$ cat src/design/ctt_pkg.sv
// Package for the configuration text tokenizer: token kinds, lexer modes,
// number bases and the result record. No dependencies.
`timescale 1ns / 1ps
package ctt_pkg;

   localparam int MaxTextBytes = 65536;
   localparam int PosW = $clog2(MaxTextBytes) + 1;

   typedef enum logic [3:0] {
      TK_NEWLINE = 4'd0, TK_EQUAL = 4'd1, TK_BRACE_OPEN = 4'd2, TK_BRACE_CLOSE = 4'd3,
      TK_BRACKET_OPEN = 4'd4, TK_BRACKET_CLOSE = 4'd5, TK_COMMA = 4'd6, TK_DOT = 4'd7,
      TK_KEY = 4'd8, TK_BOOL = 4'd9, TK_INT = 4'd10, TK_FLOAT = 4'd11,
      TK_STRING = 4'd12, TK_ERROR = 4'd13, TK_END = 4'd14
   } kind_type;

   typedef enum logic [2:0] {
      MODE_IDLE, MODE_COMMENT, MODE_IDENT, MODE_NUM_ZERO, MODE_NUM_BODY,
      MODE_STRING, MODE_DONE
   } mode_type;

   typedef enum logic [1:0] {
      BASE_DEC = 2'd0, BASE_BIN = 2'd1, BASE_OCT = 2'd2, BASE_HEX = 2'd3
   } base_type;

   localparam logic [3:0] KwTrueDone  = 4'd4;
   localparam logic [3:0] KwFalseDone = 4'd9;

   typedef struct packed {
      logic [3:0]  token_kind;
      logic [15:0] head_line;
      logic [15:0] start_column;
      logic [15:0] tail_line;
      logic [15:0] end_column;
      logic [63:0] integer_value;
      logic        bool_value;
      logic [15:0] text_offset;
      logic [16:0] text_length;
      logic        last_of_run;
   } token_type;

   function automatic logic [4:0] digit_value(input logic [7:0] c);
      logic [4:0] d;
      d = 5'd31;
      if (c >= "0" && c <= "9") d = 5'(c - "0");
      else if (c >= "a" && c <= "f") d = 5'(c - "a" + 8'd10);
      else if (c >= "A" && c <= "F") d = 5'(c - "A" + 8'd10);
      return d;
   endfunction

   function automatic logic is_alpha(input logic [7:0] c);
      return (c >= "a" && c <= "z") || (c >= "A" && c <= "Z");
   endfunction

endpackage

$ cat src/design/config_text_tokenizer.sv
// Top level of the configuration text tokenizer: lexer core and result
// queue. Depends on ctt_pkg, ctt_lexer and ctt_out_queue.
// Tokens are registered in the result queue when the byte that gives them is accepted.
// Throughput: one byte per cycle while results are taken each cycle and the queue
// holds two tokens or fewer; a byte giving two tokens may stall input as the queue drains.
// Reset: synchronous, active high; line 1, column 0, empty queue.
`timescale 1ns / 1ps
module config_text_tokenizer
   import ctt_pkg::*;
(
   input  logic         clock,
   input  logic         reset,
   input  logic         req_tvalid,
   output logic         req_tready,
   input  logic [7:0]   req_tdata,   // text_byte
   input  logic         req_tlast,   // end_of_text
   output logic         rsp_tvalid,
   input  logic         rsp_tready,
   output logic [167:0] rsp_tdata,   // start line, start_column, end line,
                                     // end_column, integer_value, bool_value,
                                     // text_offset, text_length, zero fill
   output logic [3:0]   rsp_tuser,   // token_kind
   output logic         rsp_tlast    // last_of_run
);

   logic       step, room;
   logic [1:0] count;
   token_type  tok0, tok1, out_tok;

   assign req_tready = room;
   assign step = req_tvalid && req_tready;

   ctt_lexer u_lexer (
      .clock(clock), .reset(reset), .step(step),
      .text_byte(req_tdata), .end_of_text(req_tlast),
      .count(count), .tok0(tok0), .tok1(tok1)
   );

   ctt_out_queue u_queue (
      .clock(clock), .reset(reset), .push(step), .count(count),
      .tok0(tok0), .tok1(tok1), .room(room),
      .out_valid(rsp_tvalid), .out_ready(rsp_tready), .out_token(out_tok)
   );

   assign rsp_tdata = {6'd0, out_tok.text_length, out_tok.text_offset,
                       out_tok.bool_value, out_tok.integer_value, out_tok.end_column,
                       out_tok.tail_line, out_tok.start_column, out_tok.head_line};
   assign rsp_tuser = out_tok.token_kind;
   assign rsp_tlast = out_tok.last_of_run;

endmodule

$ cat src/design/ctt_lexer.sv
// Lexer core: per-byte state update and token generation, at most two
// tokens per byte. Depends on ctt_pkg.
`timescale 1ns / 1ps
module ctt_lexer
   import ctt_pkg::*;
(
   input  logic       clock,
   input  logic       reset,
   input  logic       step,
   input  logic [7:0] text_byte,
   input  logic       end_of_text,
   output logic [1:0] count,
   output token_type  tok0,
   output token_type  tok1
);

   mode_type    mode_ff, mode_in;
   logic [15:0] line_ff, line_in, col_ff, col_in;
   logic [PosW-1:0] pos_ff, pos_in;
   logic [15:0] sline_ff, sline_in, scol_ff, scol_in;
   logic [PosW-1:0] soff_ff, soff_in;
   logic [63:0] acc_ff, acc_in;
   base_type    base_ff, base_in;
   logic        neg_ff, neg_in;
   logic [1:0]  dots_ff, dots_in;
   logic        us_ff, us_in, ovf_ff, ovf_in, stop_ff, stop_in;
   logic [3:0]  kw_ff, kw_in;

   logic [7:0]  c;
   logic        ident_char, number_char, is_punct, is_space;
   logic [3:0]  punct_kind;
   logic [4:0]  dig;
   logic [4:0]  radix;
   logic [63:0] limit, sum;
   logic        ovf_mul, over;
   logic [16:0] len_full;
   logic [15:0] off_clamp;
   logic [15:0] adv_line, adv_col;
   logic [PosW-1:0] adv_pos;

   always_comb begin
      c = text_byte;
      dig = digit_value(c);
      ident_char = is_alpha(c) || (c >= "0" && c <= "9") || c == "_" || c == "-";
      number_char = dig < 5'd16 || c == "_" || c == ".";
      is_space = c == " " || c == 8'h09 || c == 8'h0D || c == 8'h0B || c == 8'h0C;
      is_punct = 1'b1;
      case (c)
         8'h0A:   punct_kind = TK_NEWLINE;
         "=":     punct_kind = TK_EQUAL;
         "{":     punct_kind = TK_BRACE_OPEN;
         "}":     punct_kind = TK_BRACE_CLOSE;
         "[":     punct_kind = TK_BRACKET_OPEN;
         "]":     punct_kind = TK_BRACKET_CLOSE;
         ",":     punct_kind = TK_COMMA;
         ".":     punct_kind = TK_DOT;
         default: begin
            punct_kind = TK_NEWLINE;
            is_punct = 1'b0;
         end
      endcase
      adv_pos = (pos_ff < PosW'(MaxTextBytes)) ? pos_ff + 1'b1 : pos_ff;
      if (c == 8'h0A) begin
         adv_line = (line_ff != 16'hFFFF) ? line_ff + 16'd1 : line_ff;
         adv_col = '0;
      end else begin
         adv_line = line_ff;
         adv_col = (col_ff != 16'hFFFF) ? col_ff + 16'd1 : col_ff;
      end
      len_full = 17'(pos_ff - soff_ff);
      off_clamp = (soff_ff > PosW'(16'hFFFF)) ? 16'hFFFF : soff_ff[15:0];
   end

   // Digit accumulation: radixes are powers of two or ten, so shifts and adds.
   always_comb begin
      logic [67:0] wide;
      logic [67:0] tot;
      case (base_ff)
         BASE_BIN: begin
            radix = 5'd2;
            wide = {4'b0, acc_ff} << 1;
         end
         BASE_OCT: begin
            radix = 5'd8;
            wide = {4'b0, acc_ff} << 3;
         end
         BASE_HEX: begin
            radix = 5'd16;
            wide = {4'b0, acc_ff} << 4;
         end
         default: begin
            radix = 5'd10;
            wide = ({4'b0, acc_ff} << 3) + ({4'b0, acc_ff} << 1);
         end
      endcase
      limit = neg_ff ? 64'h8000000000000000 : 64'h7FFFFFFFFFFFFFFF;
      tot = wide + {63'b0, dig};
      ovf_mul = |wide[67:64];
      sum = tot[63:0];
      over = (|tot[67:64]) || (sum > limit);
   end

   function automatic token_type mk(input logic [3:0] k, input logic [15:0] sl,
                                    input logic [15:0] sc, input logic [63:0] iv,
                                    input logic bv, input logic [15:0] off,
                                    input logic [16:0] ln, input logic [15:0] el,
                                    input logic [15:0] ec);
      token_type t;
      t.token_kind = k;
      t.head_line = sl;
      t.start_column = sc;
      t.tail_line = el;
      t.end_column = ec;
      t.integer_value = iv;
      t.bool_value = bv;
      t.text_offset = off;
      t.text_length = ln;
      t.last_of_run = 1'b0;
      return t;
   endfunction

   always_comb begin
      token_type pend, idl;
      logic has_pend, has_idl, go_idle;
      logic take_start;
      mode_in = mode_ff; line_in = line_ff; col_in = col_ff; pos_in = pos_ff;
      sline_in = sline_ff; scol_in = scol_ff; soff_in = soff_ff;
      acc_in = acc_ff; base_in = base_ff; neg_in = neg_ff; dots_in = dots_ff;
      us_in = us_ff; ovf_in = ovf_ff; stop_in = stop_ff; kw_in = kw_ff;
      pend = '0; idl = '0; has_pend = 1'b0; has_idl = 1'b0; go_idle = 1'b0;
      take_start = 1'b0;
      count = 2'd0;
      tok0 = '0;
      tok1 = '0;

      // Pending token as it would be finished now.
      if (mode_ff == MODE_IDENT) begin
         has_pend = 1'b1;
         if (kw_ff == KwTrueDone)
            pend = mk(TK_BOOL, sline_ff, scol_ff, '0, 1'b1, '0, '0, line_ff, col_ff);
         else if (kw_ff == KwFalseDone)
            pend = mk(TK_BOOL, sline_ff, scol_ff, '0, 1'b0, '0, '0, line_ff, col_ff);
         else
            pend = mk(TK_KEY, sline_ff, scol_ff, '0, 1'b0, off_clamp, len_full,
                      line_ff, col_ff);
      end else if (mode_ff == MODE_NUM_ZERO || mode_ff == MODE_NUM_BODY) begin
         has_pend = 1'b1;
         if (dots_ff >= 2'd2 || us_ff)
            pend = mk(TK_ERROR, sline_ff, scol_ff, '0, 1'b0, '0, '0, line_ff, col_ff);
         else if (dots_ff == 2'd1)
            pend = mk(TK_FLOAT, sline_ff, scol_ff, '0, 1'b0, off_clamp, len_full,
                      line_ff, col_ff);
         else if (ovf_ff)
            pend = mk(TK_ERROR, sline_ff, scol_ff, '0, 1'b0, '0, '0, line_ff, col_ff);
         else
            pend = mk(TK_INT, sline_ff, scol_ff, neg_ff ? 64'd0 - acc_ff : acc_ff,
                      1'b0, '0, '0, line_ff, col_ff);
      end else if (mode_ff == MODE_STRING) begin
         has_pend = 1'b1;
         pend = mk(TK_ERROR, sline_ff, scol_ff, '0, 1'b0, '0, '0, line_ff, col_ff);
      end

      // Result of the byte in idle mode (positions after advance).
      if (is_punct) begin
         has_idl = 1'b1;
         idl = mk(punct_kind, line_ff, col_ff, '0, 1'b0, '0, '0, adv_line, adv_col);
      end else if (!(c == "#" || is_space || is_alpha(c) || c == "_" ||
                     (c >= "0" && c <= "9") || c == "-" || c == "\"")) begin
         has_idl = 1'b1;
         idl = mk(TK_ERROR, line_ff, col_ff, '0, 1'b0, '0, '0, adv_line, adv_col);
      end

      if (mode_ff == MODE_DONE) begin
         count = 2'd1;
         tok0 = mk(TK_END, line_ff, col_ff, '0, 1'b0, '0, '0, line_ff, col_ff);
      end else if (end_of_text || c == 8'h00) begin
         mode_in = MODE_DONE;
         if (has_pend) begin
            count = 2'd2;
            tok0 = pend;
            tok1 = mk(TK_END, line_ff, col_ff, '0, 1'b0, '0, '0, line_ff, col_ff);
         end else begin
            count = 2'd1;
            tok0 = mk(TK_END, line_ff, col_ff, '0, 1'b0, '0, '0, line_ff, col_ff);
         end
      end else if (mode_ff == MODE_COMMENT) begin
         if (c == 8'h0A) begin
            go_idle = 1'b1;
         end else begin
            line_in = adv_line; col_in = adv_col; pos_in = adv_pos;
         end
      end else if (mode_ff == MODE_STRING) begin
         line_in = adv_line; col_in = adv_col; pos_in = adv_pos;
         if (c == "\"") begin
            mode_in = MODE_IDLE;
            count = 2'd1;
            tok0 = mk(TK_STRING, sline_ff, scol_ff, '0, 1'b0, off_clamp, len_full,
                      adv_line, adv_col);
         end
      end else if (mode_ff == MODE_IDENT) begin
         if (ident_char) begin
            if (kw_ff == 4'd1 && c == "r") kw_in = 4'd2;
            else if (kw_ff == 4'd2 && c == "u") kw_in = 4'd3;
            else if (kw_ff == 4'd3 && c == "e") kw_in = 4'd4;
            else if (kw_ff == 4'd5 && c == "a") kw_in = 4'd6;
            else if (kw_ff == 4'd6 && c == "l") kw_in = 4'd7;
            else if (kw_ff == 4'd7 && c == "s") kw_in = 4'd8;
            else if (kw_ff == 4'd8 && c == "e") kw_in = 4'd9;
            else kw_in = 4'd0;
            line_in = adv_line; col_in = adv_col; pos_in = adv_pos;
         end else begin
            go_idle = 1'b1;
         end
      end else if (mode_ff == MODE_NUM_ZERO || mode_ff == MODE_NUM_BODY) begin
         if (mode_ff == MODE_NUM_ZERO && (c == "b" || c == "o" || c == "x")) begin
            base_in = (c == "b") ? BASE_BIN : ((c == "o") ? BASE_OCT : BASE_HEX);
            mode_in = MODE_NUM_BODY;
            line_in = adv_line; col_in = adv_col; pos_in = adv_pos;
         end else if (number_char) begin
            mode_in = MODE_NUM_BODY;
            line_in = adv_line; col_in = adv_col; pos_in = adv_pos;
            if (c == "_") begin
               us_in = 1'b1;
            end else begin
               us_in = 1'b0;
               if (c == ".") begin
                  if (dots_ff < 2'd2) dots_in = dots_ff + 2'd1;
                  stop_in = 1'b1;
               end else if (!stop_ff) begin
                  if (dig >= radix) stop_in = 1'b1;
                  else if (ovf_mul || over) ovf_in = 1'b1;
                  else acc_in = sum;
               end
            end
         end else begin
            go_idle = 1'b1;
         end
      end else begin
         go_idle = 1'b1;
      end

      if (go_idle) begin
         mode_in = MODE_IDLE;
         line_in = adv_line; col_in = adv_col; pos_in = adv_pos;
         if (c == "#") begin
            mode_in = MODE_COMMENT;
         end else if (is_alpha(c) || c == "_") begin
            take_start = 1'b1;
            mode_in = MODE_IDENT;
            kw_in = (c == "t") ? 4'd1 : ((c == "f") ? 4'd5 : 4'd0);
         end else if ((c >= "0" && c <= "9") || c == "-") begin
            take_start = 1'b1;
            base_in = BASE_DEC; neg_in = c == "-"; dots_in = '0;
            us_in = 1'b0; ovf_in = 1'b0; stop_in = 1'b0;
            acc_in = (c == "-" || c == "0") ? 64'd0 : {60'd0, dig[3:0]};
            mode_in = (c == "0") ? MODE_NUM_ZERO : MODE_NUM_BODY;
         end else if (c == "\"") begin
            take_start = 1'b1;
            mode_in = MODE_STRING;
         end
         if (take_start) begin
            sline_in = line_ff; scol_in = col_ff;
            soff_in = (c == "\"") ? adv_pos : pos_ff;
         end
         if (has_pend && mode_ff != MODE_COMMENT && mode_ff != MODE_IDLE) begin
            tok0 = pend;
            if (has_idl) begin
               tok1 = idl;
               count = 2'd2;
            end else begin
               count = 2'd1;
            end
         end else if (has_idl) begin
            tok0 = idl;
            count = 2'd1;
         end
      end
      if (count == 2'd1) tok0.last_of_run = 1'b1;
      if (count == 2'd2) tok1.last_of_run = 1'b1;
   end

   always_ff @(posedge clock) begin
      if (reset) begin
         mode_ff <= MODE_IDLE;
         line_ff <= 16'd1; col_ff <= '0; pos_ff <= '0;
         sline_ff <= 16'd1; scol_ff <= '0; soff_ff <= '0;
         acc_ff <= '0; base_ff <= BASE_DEC; neg_ff <= 1'b0; dots_ff <= '0;
         us_ff <= 1'b0; ovf_ff <= 1'b0; stop_ff <= 1'b0; kw_ff <= '0;
      end else if (step) begin
         mode_ff <= mode_in;
         line_ff <= line_in; col_ff <= col_in; pos_ff <= pos_in;
         sline_ff <= sline_in; scol_ff <= scol_in; soff_ff <= soff_in;
         acc_ff <= acc_in; base_ff <= base_in; neg_ff <= neg_in; dots_ff <= dots_in;
         us_ff <= us_in; ovf_ff <= ovf_in; stop_ff <= stop_in; kw_ff <= kw_in;
      end
   end

endmodule

$ cat src/design/ctt_out_queue.sv
// Result queue holding up to four tokens so that a byte's two tokens can be
// taken while earlier ones drain. Depends on ctt_pkg.
`timescale 1ns / 1ps
module ctt_out_queue
   import ctt_pkg::*;
(
   input  logic       clock,
   input  logic       reset,
   input  logic       push,
   input  logic [1:0] count,
   input  token_type  tok0,
   input  token_type  tok1,
   output logic       room,
   output logic       out_valid,
   input  logic       out_ready,
   output token_type  out_token
);

   token_type   slot_ff [4];
   logic [1:0]  rd_ff, wr_ff;
   logic [2:0]  fill_ff, fill_in;
   logic        pop;
   logic [1:0]  n_push;

   assign pop = out_valid && out_ready;
   assign n_push = push ? count : 2'd0;
   assign out_valid = fill_ff != 3'd0;
   assign out_token = slot_ff[rd_ff];
   // Room for two, judged from the fill level alone without this cycle's pop.
   assign room = fill_ff <= 3'd2;
   assign fill_in = fill_ff + {1'b0, n_push} - {2'b0, pop};

   always_ff @(posedge clock) begin
      if (reset) begin
         rd_ff <= '0; wr_ff <= '0; fill_ff <= '0;
      end else begin
         fill_ff <= fill_in;
         if (pop) rd_ff <= rd_ff + 2'd1;
         wr_ff <= wr_ff + n_push;
      end
   end

   always_ff @(posedge clock) begin
      if (n_push != 2'd0) slot_ff[wr_ff] <= tok0;
      if (n_push == 2'd2) slot_ff[wr_ff + 2'd1] <= tok1;
   end

endmodule
$ cat config.mk
export PLATFORM = sky130hd
export DESIGN_NAME = config_text_tokenizer
export DESIGN_NICKNAME = d
export VERILOG_FILES = /design/src/design/ctt_pkg.sv /design/src/design/config_text_tokenizer.sv /design/src/design/ctt_lexer.sv /design/src/design/ctt_out_queue.sv
export SDC_FILE = /design/constraint.sdc
export NUM_CORES = 2
export LEC_CHECK = 0
export BUFFER_PORTS_ARGS = -buffer_cell sky130_fd_sc_hd__buf_2
export CORE_UTILIZATION = 60
export CTS_BUF_LIST = sky130_fd_sc_hd__clkbuf_8
export DETAILED_ROUTE_END_ITERATION = 10
export MAX_ROUTING_LAYER = met4
export PLACE_DENSITY = 0.85
export SETUP_SLACK_MARGIN = 0.02
export SYNTH_ARGS = -nofsm -noshare
export SYNTH_HDL_FRONTEND = slang
export SYNTH_HIERARCHICAL = 1
export SYNTH_SLANG_ARGS = --single-unit
$ cat constraint.sdc
create_clock -name clock -period 11.95 [get_ports clock]
set_clock_uncertainty 0.1 [all_clocks]
set_input_delay 0 -clock clock [delete_from_list [all_inputs] [get_ports clock]]
set_output_delay 0 -clock clock [all_outputs]
set_load 0.02 [all_outputs]
; Word level (Yosys, flattened, before mapping)
; Memories as Yosys holds them, arrays and structs flattened. A register that Yosys moved wholly into a read port is not among the register bits.
; Cells that the tools add are included.
[word_totals]
register_bits = 184
ram_bits = 668
in_bits = 13
out_inout_bits = 175
wordCells = 412
memories = 1
[classes]
n_addsub = 18
order_cmp = 16
eq_ne = 61
mux = 238
bitwise_logic = 2
n_reduce_logical = 58
[mem_list]
columns = name, depth, width, read_ports, rd_clocked_by_memory_dff, write_ports, line_no
row1 = u_queue.slot_ff, 4, 167, 1, 1, 2, ctt_out_queue.sv:19  ; token_type slot_ff [4];
[op_table]
columns = op, n
row1 = $mux 167, 23
row2 = $mux 64, 19
row3 = $mux 16, 27
row4 = $mux 17, 13
row5 = $pmux 68 s3, 1
row6 = $mux 166, 1
row7 = $mux 164, 1
row8 = $eq 8x7->1 const B, 16
row9 = $mux 2, 39
row10 = $mux 1, 75
row11 = $mux 4, 18
row12 = $add 67x65->68, 1
row13 = $add 68x5->68, 1
row14 = $eq 8x6->1 const B, 8
row15 = $gt 64x64->1, 1
row16 = $sub 1x64->64 const A, 1
row17 = $mux 3, 16
row18 = $eq 8x4->1 const B, 5
row19 = $add 16x1->16 const B, 2
row20 = $le 8x7->1 const B, 4
row21 = $ne 16x16->1 const B, 2
row22 = $logic_or 1x1->1, 26
row23 = $pmux 3 s7, 1
row24 = $add 17x1->17 const B, 1
row25 = other kinds (48), 91

; Depth between registers and ports, before layout
[logic_depth]
depth_word = 26
ltp_mapped = 38
depth_no_buf = 36

; By module
; Netlist, hierarchy kept.
[modules_own_cells]
columns = mod, instances, cells_per_inst, area_per_inst_um2, seq_area_each_um2
row1 = ctt_out_queue, 1, 1672, 32985.4, 20239.4
row2 = ctt_lexer, 1, 3587, 24227.0, 3543.4
row3 = config_text_tokenizer, 1, 8, 55.1, 0.0

; Worst setup path after synthesis
; Ideal clock, no wire load.
[synth_timing]
kind = input to register
startpoint = in req_tdata[5]
endpoint = mem u_queue/slot_ff[1][0] (netlist bit), enable pin
t_arrival_ps = 10181
setup_slack_ps = 973
path_stages = 16
path_buffers = 3
path_cell_list = clkbuf_1 -> nor4bb_1 -> nand3_1 -> o2bb2ai_1 -> a31o_2 -> nand3_1 -> nand2_1 -> o211ai_1 -> clkbuf_1 -> clkbuf_1 -> o21ai_0 -> o31ai_1 -> a21oi_1 -> mux2_2 -> nand2_1 -> nor2_1
[synth_lines]
columns = element, line_no
row1 = from (decl), config_text_tokenizer.sv:15  ; input logic [7:0] req_tdata,
row2 = to (decl), ctt_out_queue.sv:19

; Worst setup path after layout
[layout_timing]
startpoint = in req_tdata[1]
endpoint = reg u_lexer.acc_ff[61]
[layout_via]
elab_chain_cells = 26
elab_cells_between_ends = 76
[layout_lines]
columns = element, line_no
row1 = $sub 5x1->5 (tied with other cells), "ctt_pkg.sv:45, ctt_pkg.sv:46"
row2 = $add 5x4->5 / $logic_and 1x1->1 (equally long branches), "ctt_pkg.sv:45, ctt_pkg.sv:46"
row3 = $mux 5, ctt_pkg.sv:46  ; else if (c >= "A" && c <= "F") d = 5'(c - "A" + 8'd10);
row4 = $mux 5, ctt_pkg.sv:45  ; else if (c >= "a" && c <= "f") d = 5'(c - "a" + 8'd10);
row5 = $mux 5, ctt_pkg.sv:44  ; if (c >= "0" && c <= "9") d = 5'(c - "0");
row6 = $add 68x5->68, ctt_lexer.sv:97  ; tot = wide + {63'b0, dig};
row7 = $gt 64x64->1 / $reduce_or 4->1 (equally long branches), ctt_lexer.sv:100  ; over = (|tot[67:64]) || (sum > limit);
row8 = $logic_or 1x1->1, ctt_lexer.sv:100
row9 = [... 10 more ...], -
row10 = $mux 64, ctt_lexer.sv:192  ; end else if (mode_ff == MODE_STRING) begin
row11 = $mux 64, ctt_lexer.sv:186  ; end else if (mode_ff == MODE_COMMENT) begin
row12 = $mux 64, ctt_lexer.sv:176  ; end else if (end_of_text || c == 8'h00) begin
row13 = $mux 64, ctt_lexer.sv:173  ; if (mode_ff == MODE_DONE) begin
row14 = $mux 64, ctt_lexer.sv:251  ; end else if ((c >= "0" && c <= "9") || c == "-") begin
row15 = $mux 64, ctt_lexer.sv:247  ; end else if (is_alpha(c) || c == "_") begin
row16 = $mux 64, ctt_lexer.sv:245  ; if (c == "#") begin
row17 = $mux 64 *, ctt_lexer.sv:242  ; if (go_idle) begin
row18 = to (signal assigned), ctt_lexer.sv:293  ; acc_ff <= acc_in; base_ff <= base_in; neg_ff <= neg_in; dots_ff <= dots_in;
row19 = to (decl), ctt_lexer.sv:22  ; logic [63:0] acc_ff, acc_in;
; Every way passes the cells marked *; elsewhere a longest branch is shown, timed or not.
; A chain may end at the register's enable or synchronous reset.

==> summary.md <==
| Metric | Value |
|---|---|
| Filler cells | `6,940` |
| Cells after Synth | `between 5,000 and 6,000` |
| Die width | `between 300 and 400 um` |
| CP max stage cell | `nand2_2` |
| CP max FO | `39` |
| Setup crit start | `req_tdata[1]` |
| Die Height | `311 um` |
| Hold WS | `between 100 and 150 ps` |
| Worst Tran Pin Value | `approximately 1300 ps` |
| Avg Cell Area, Syn | `approximately 11 um2` |
| Core area | `approximately 94,000 um2` |
| Overflow left after global routing | `0` |
| Vias in the first global route | `44,500` |
| Cell depth of the worst hold path | `3` |
| Final WL | `~170 mm` |
| Ys flop type | `edfxtp_1` |
| Initial antenna violation count | `5` |
| Placed Area | `slightly below 60,000 um2` |
| Vias | `45,000` |
| Largest net degree at the start of global routing | `117` |
| Most frequent cells in the layout | `edfxtp_1, mux2_2, nand2_1, nor2_1, a21oi_1` |
| IO Count | `around 190` |
| Detailed Routing Iterations Pass 1 | `7` |
| # rows | `between 100 and 150` |
| Rel. slew slack | `around a tenth` |
| Max Slew Vio Count | `0` |
| Residual DRC | `0` |
| Crit-path max cell delay | `around 700 ps` |
| DIE AREA | `about 97,000 um2` |
| Hpwl dp | `between 100 and 150 mm` |
| Net Switching | `2.74 mW` |
| Most common cell after layout, fill and taps aside | `edfxtp_1` |
| Initial Utilization | `61.0%` |
| RSZ-0062 raised after global routing | `no` |
| CP endpoint | `u_lexer/acc_ff[61]$_SDFFE_PP0P_` |
| Post-synth EDFFs | `approximately 670` |
| Post-CTS Setup Inserts | `0` |
| Crit Path Category | `in2reg` |
| R2R Setup Slk | `2030 ps` |
| Initial DRC Count | `around 5,400` |
| Cts hold-fix bufs | `35` |
| TNS Setup | `0 ps` |
| Max H-tree Level | `4` |
| Endpoints failing setup | `0` |
| Syn-to-layout area delta | `7.08%` |
| Vias/cell | `6.72` |
| Multi-input logic area | `between 30,000 and 40,000 um2` |
| Min-delay worst type | `in2reg` |
| ANT nets after route | `0` |
| Sequential share of power | `approximately 44%` |
| Clock Latency Late Sink | `between 800 and 900 ps` |
| Warnings from Yosys | `6` |
| Internal | `5.51 mW` |
| GRT Util Overall | `approximately 35%` |
| Post-cts resize count | `0` |
| Critical Path RT | `between 10,000 and 15,000 ps` |
| GPL Wtd Cong | `about 1.0` |
| TritonCTS clock tree | `yes` |
| Max-cap violations | `0` |
| First-pass GRT wire length | `about 260 mm` |
| Routed wire per std cell | `24.8 um` |
| Pwr per Cell Area | `~130 nW/um2` |
| Final hold violation count | `0` |
| Fin crit period | `9970 ps` |
| Clock transition at path regs | `60 ps` |
| Crit start category | `input port` |
| Root Driver | `clkbuf_8` |
| WP data arrival | `10,610 ps` |
| Seq cells post-synth | `about 850` |
| Post-synthesis sequential area ratio | `about two fifths` |
| Clock power frac | `29.3%` |
| Reg2Reg Launch Point | `u_lexer/acc_ff[2]$_SDFFE_PP0P_` |
| RR Endpoint | `u_lexer/acc_ff[61]$_SDFFE_PP0P_` |
| Fmax | `100 MHz` |
| CP endpoint kind | `flip-flop` |
| Sw frac | `approximately 33%` |
| Power, Total | `between 8 and 9 mW` |
| Share of post-route cells with drive strength above 1 | `25.2%` |
| Worst vdd ir | `around 0.12 mV` |
| Async S/R FF share, synth | `0%` |
| Sequential standard cell area | `23,800 um2` |
| Cell area after layout | `between 60,000 and 70,000 um2` |
| LEAKAGE | `22.4 nW` |
| Final period util | `83.4%` |
| Bufs on Longest Clock Path | `3` |
| Final #Nets | `5,508` |
| Number of buffers added on ports | `181` |
| Num CTS Buffers | `approximately 140` |
| Reg2Reg Depth | `28` |
| Clk sinks | `between 800 and 900` |
| Post-synthesis cell type count | `slightly below 100` |
| Outcome | `complete, no violations` |
| Syn Std Cell Area | `between 50,000 and 60,000 um2` |
| Comb power frac | `26.4%` |
[worst max-delay path, delay by kind of cell]
family | cells | cell delay (ps)
AO/OA/AOI/OAI | 16 | 3650
AND/OR/NAND/NOR | 12 | 4330
XOR/XNOR | 1 | 280
buffers and inverters | 6 | 1560
adder cells (fa/ha/maj) | 3 | 730
[synth_stat cells (11+ instances only)]
master	number	area share, %
a22o_1	15	0.23
o21bai_1	12	0.16
nand2b_1	25	0.27
nor2_1	383	2.5
o2bb2ai_2	20	0.52
inv_1	122	0.80
nor2b_1	23	0.25
o21ai_0	242	2.1
and2_1	58	0.63
o31ai_1	40	0.52
clkbuf_1	224	1.5
buf_1	34	0.22
or4_1	14	0.18
nand3_1	158	1.4
mux2i_1	38	0.66
buf_2	95	0.83
a2bb2o_1	12	0.21
edfxtp_1	668	35
nand4_1	80	0.87
dfxtp_1	186	6.5
ha_1	165	3.6
a221o_1	37	0.65
a21boi_0	11	0.14
o21a_1	30	0.39
a21oi_1	321	2.8
and3_1	29	0.32
or2_2	16	0.17
xnor2_1	125	1.9
a211oi_1	53	0.69
mux2_4	130	3.4
mux4_2	174	6.8
a2111oi_0	11	0.17
a22oi_1	26	0.34
a21o_1	47	0.62
o221ai_1	11	0.17
mux2_2	550	11
buf_6	18	0.35
a31oi_1	32	0.35
or3_1	55	0.60
nor4_1	28	0.31
o211ai_1	34	0.45
buf_4	104	1.4
nand2_1	445	2.9
nor3_1	93	0.81
xor2_1	78	1.2
[power by group through the flow]
stage | clock, mW | combinational, mW | sequential [mW]
after floorplan | 0 | 1.54 | 3.67
after global placement | 0 | 2.13 | 3.70
after detailed placement | 0 | 2.15 | 3.72
after CTS | 2.44 | 2.17 | 3.66
after global routing | 2.56 | 2.28 | 3.68
final | 2.41 | 2.18 | 3.66
[stage by stage]
step / instances / setup WS [ps] / utilization [%]
3_3_place_gp: 6400 / 2070 / 62.2
3_5_place_dp: 6400 / 1910 / 62.2
5_1_grt: 6694 / 1380 / 65.3
2_1_floorplan: 5369 / 973 / -
4_1_cts: 6691 / 2120 / 65.3
6_report: 6694 / 1980 / 65.3
[worst min path at each step]
stage / start / endpoint / slack [ps]
2_1_floorplan: reset / u_queue/fill_ff[0]$_SDFF_PP0_ / -30
5_1_grt: rsp_tready / flip-flop / 150
3_5_place_dp: u_lexer/scol_ff[7]$_SDFFE_PP0P_ / u_lexer/scol_ff[7]$_SDFFE_PP0P_ / 360
4_1_cts: reset / u_lexer/line_ff[13]$_SDFFE_PP0P_ / 90
3_3_place_gp: rsp_tready / flip-flop / 350
6_report: reset / flip-flop / 150
[registers in the layout (all words and copies together) (netlist names), 16 cells and up, named ones only]
name / count
u_queue/slot_ff: 668
u_lexer/acc_ff: 64
u_lexer/pos_ff: 17
u_lexer/soff_ff: 17
u_lexer/col_ff: 16
u_lexer/line_ff: 16
u_lexer/scol_ff: 16
u_lexer/sline_ff: 16
[routing by layer]
metal  up-vias  global-route usage (%)  wire length, um
met1     21800                    42.9            63300
met2      2659                    54.4            78300
met4         0                    17.2             8010
li1      20000                       -                -
met3       521                    6.72            16300
met5         -                       -                0
[cell families after synthesis]
family	after synthesis	share of synthesized area, %
AND/OR/NAND/NOR	1462	12.1
AO/OA/AOI/OAI	1087	12.7
multiplexers	892	21.7
flip-flops	854	41.5
buffers and inverters	598	5.04
XOR/XNOR	203	3.10
adder cells (fa/ha/maj)	169	3.74
other	2	0.0131
[final cells by class]
cell class,instances,area share (%)
sequential,854,38.8
clock buffer,154,3.46
clock inverter,102,0.745
tap,1254,2.56
timing repair buffer,287,2.96
inverter,123,0.753
multi-input combinational,3917,50.7
antenna,3,0.0122
Power figures use the tool's default switching activity.
